`config.mk`:
```
export PLATFORM = sky130hd
export DESIGN_NAME = lrs_ram
export DESIGN_NICKNAME = d
export VERILOG_FILES = /design/src/lrs_ram.sv
export SDC_FILE = /design/constraint.sdc
export NUM_CORES = 1
export LEC_CHECK = 0
export BUFFER_PORTS_ARGS = -buffer_cell sky130_fd_sc_hd__clkbuf_2
export CORE_ASPECT_RATIO = 0.7
export CORE_MARGIN = 4
export CORE_UTILIZATION = 56
export CTS_CLUSTER_SIZE = 14
export DETAILED_ROUTE_END_ITERATION = 6
export PLACE_DENSITY_LB_ADDON = 0.3
export SLEW_MARGIN = 10
export SYNTH_ARGS = -nofsm -noshare
export SYNTH_HDL_FRONTEND = slang
export SYNTH_SLANG_ARGS = --single-unit
```
`constraint.sdc`:
```
create_clock -name i_clk -period 3.1 [get_ports i_clk]
set_input_delay 0.93 -clock i_clk [delete_from_list [all_inputs] [get_ports i_clk]]
set_output_delay 0.93 -clock i_clk [all_outputs]
set_load 0.005 [all_outputs]
```
`src/lrs_ram.sv`:
```
// ----------------------------------------------------------------------------
// lrs_ram
// Generic simple dual-port RAM: one write port, one registered read port.
// ----------------------------------------------------------------------------
module lrs_ram #(
    parameter int WIDTH = 8,
    parameter int DEPTH = 16
) (
    input  logic                     i_clk,
    input  logic                     i_we,
    input  logic [$clog2(DEPTH)-1:0] i_waddr,
    input  logic [WIDTH-1:0]         i_wdata,
    input  logic [$clog2(DEPTH)-1:0] i_raddr,
    output logic [WIDTH-1:0]         o_rdata
);

    logic [WIDTH-1:0] r_mem [DEPTH];
    logic [WIDTH-1:0] r_rdata;

    always_ff @(posedge i_clk) begin
        if (i_we) begin
            r_mem[i_waddr] <= i_wdata;
        end
        r_rdata <= r_mem[i_raddr];
    end

    assign o_rdata = r_rdata;

endmodule

```
==> results_dict.tcl <==
set metrics [dict create \
    yosys.area.top_type_share 0.747 \
    finalNetCount 297 \
    setup.worst_path.end_class "flop" \
    cts_setup_buffers 0 \
    max_cap_violations 0 \
    clkLatencyLatePin_ns 0.41 \
    post_cts_resized 0 \
    ant_nets 0 \
    portBuffers 25 \
    p_leak_nw 2.06 \
    grt_pass1_vias 2453 \
    tightest_slew_ns 0.717 \
    grtUsageMet1 0.341 \
    p_switching_w 0.000788 \
    final_util 0.694 \
    viasPerCell 6.05 \
    worstPathRequired_ns 3.13 \
    synth_area_per_cell_um2 22.5 \
    critical_path_buf_inv_count 1 \
    grt_first_pass_wirelength_mm 15.5 \
    yosysUniqueCellTypes 19 \
    finalInstanceArea_um2 6030 \
    root_buffer "clkbuf_16" \
    setup_tns_ns 0 \
    fp.coreArea_um2 8690 \
    die_w_um 123 \
    yosys.area.top_type "edfxtp_1" \
    gr-total-overflow 0 \
    setup_viol 0 \
    slew_headroom 0.520 \
    dieArea_um2 10800 \
    power_density_nw_per_um2 691 \
    synthToLayoutAreaGrowth_pct 17.2 \
    worstPathArrival_ns 2.12 \
    yosys_warnings 0 \
    finalCriticalPeriod_ns 2.08 \
    slowest_delay_ns 0.57 \
    ys_ff_latch 136 \
    instances_no_fill 412 \
    grt_antenna_before_repair 0 \
    critPathSlowestCell "nor2_1" \
    path_max_fanout 8 \
    clkPwrFrac 0.457 \
    maxSlewViolCount 0 \
    n_antenna_cell 0 \
    fp-row-count 28 \
    grt_max_degree 33 \
    cpLargestDelayFamily "simple AND/OR/NAND/NOR gates" \
    dieHeight_um 88.2 \
    remaining_drc_errors 0 \
    switching_share 0.189 \
    max_freq_mhz 480 \
    p_seq_frac 0.497 \
    fin_ws_ns 1.02 \
    io_pins 26 \
    place_inst 380 \
    post_route_cells_drive_above_1_share 0.281 \
    netlist_top_cells_count "edfxtp_1, mux4_2, a22oi_1, mux4_1, nor2_1" \
    pre_cts_ws_ns 0.543 \
    first_iter_violations 276 \
    syn_area_um2 5150 \
    synth.area.top_cells "edfxtp_1, mux4_2, mux4_1" \
    synth_fp_nets 247 \
    hp-class "reg -> reg" \
    async_reset_ff_frac 0 \
    placement.cell_area_um2 5470 \
    yosys_most_used_dff "edfxtp_1" \
    use_met3 0.0703 \
    clk_pin_slew_worst_paths_ns 0.05 \
    grt_util_met2 0.281 \
    grt_busiest_layer "met1" \
    synth_edf_count 128 \
    ys_seq_area_frac 0.778 \
    cts_max_path_buffers 2 \
    intPower_w 0.00338 \
    startpoint_type "input pin" \
    netlist_instances 229 \
    yosysMostFrequentCell "edfxtp_1" \
    critPathKind "in -> reg" \
    htreeDepth 4 \
    status "finished clean" \
    grt_use_total 0.213 \
    gp_congestion 0.796 \
    vias 2494 \
    routed_wl_mm 10.3 \
    vdd_drop_max_v 0.000544 \
    cts_sinks 136 \
    wire_per_inst_um 24.9 \
    cts_tree "built" \
    rsz0062_at_grt "no" \
    hold_violations 0 \
    cts_buffers 17 \
    drt_first_pass_iters 4 \
    period_share 0.672 \
    hpwl_mm 6.31 \
    finalClockSkew_ns 0.00502 \
    cp_cell_sequence "clkbuf_2 -> or3b_2 -> nor2_1" \
    start_util 0.592 \
    combPwrFrac 0.046 \
    postCtsHoldBufs 0 \
]
state kept, by name (all words and copies together) (netlist names):
signal   flops
r_mem      128
o_rdata      8
layout make-up:
class                   instances  area (µm²)
well taps                     120         150
flip-flops and latches        136        4000
fillers                       553        2660
clock buffers                  28         497
multi-input cells              83        1060
clock inverters                 4        67.6
repair buffers                 41         258
worst paths after layout:
path	from	endpoint	slack [ns]	depth (start not counted)
max	i_waddr[2]	r_mem[2][4]	1.02	3
min	r_mem[7][1]	o_rdata[1]	0.67	3
max reg2reg	r_mem[9][3]	o_rdata[3]	1.71	3
min reg2reg	r_mem[7][1]	o_rdata[1]	0.67	3
cells by family (layout without fill, tap and decap cells):
logic type,count (synthesis),in the layout,share of synthesized area
compound gates,16,16,0.0233
buf+inv,10,73,0.0168
flops,136,136,0.778
mux,32,32,0.150
simple gates,35,35,0.0318
worst reg2reg max path: stages, from the launching register on:
cell,delay (ns)
edfxtp_1,0.39
mux4_1,0.55
a22oi_1,0.27
nand2_1,0.07
layout by cell type, fill, tap and decap left out:
| master | count |
|---|---|
| and2_1 | 1 |
| dfxtp_1 | 8 |
| buf_4 | 15 |
| clkbuf_8 | 3 |
| bufinv_16 | 2 |
| nand2b_1 | 2 |
| clkbuf_16 | 17 |
| mux4_1 | 14 |
| a22oi_1 | 16 |
| nand2_1 | 9 |
| and2b_1 | 1 |
| nor2_1 | 13 |
| nor3_1 | 4 |
| nand3b_1 | 2 |
| or3b_2 | 1 |
| clkinv_1 | 2 |
| nor2b_1 | 1 |
| edfxtp_1 | 128 |
| nand3_1 | 1 |
| buf_12 | 1 |
| mux4_2 | 18 |
| clkbuf_2 | 25 |
| clkbuf_1 | 8 |
power groups by stage:
stage          Combinational [W]  Sequential (W)  Clock (W)
6_report                0.000190         0.00207    0.00191
5_1_grt                 0.000206         0.00207    0.00203
4_1_cts                 0.000192         0.00207    0.00193
3_5_place_dp            0.000190         0.00211          0
3_3_place_gp            0.000185         0.00211          0
2_1_floorplan           0.000104         0.00210          0
per-layer routing:
layer	vias to the layer above	part of all wire
met3	7	0.097
met5	-	0
met2	129	0.42
met1	1283	0.47
li1	1075	-
met4	0	0.0067
per-stage QoR:
stage                     hold slack (ns)  total power, W
after global routing                0.708         0.00431
after floorplan                     0.629         0.00221
after CTS                           0.670         0.00419
final                               0.670         0.00417
after detailed placement            0.659         0.00230
after global placement              0.647         0.00229
No activity file was read; power rests on OpenSTA's default activity.
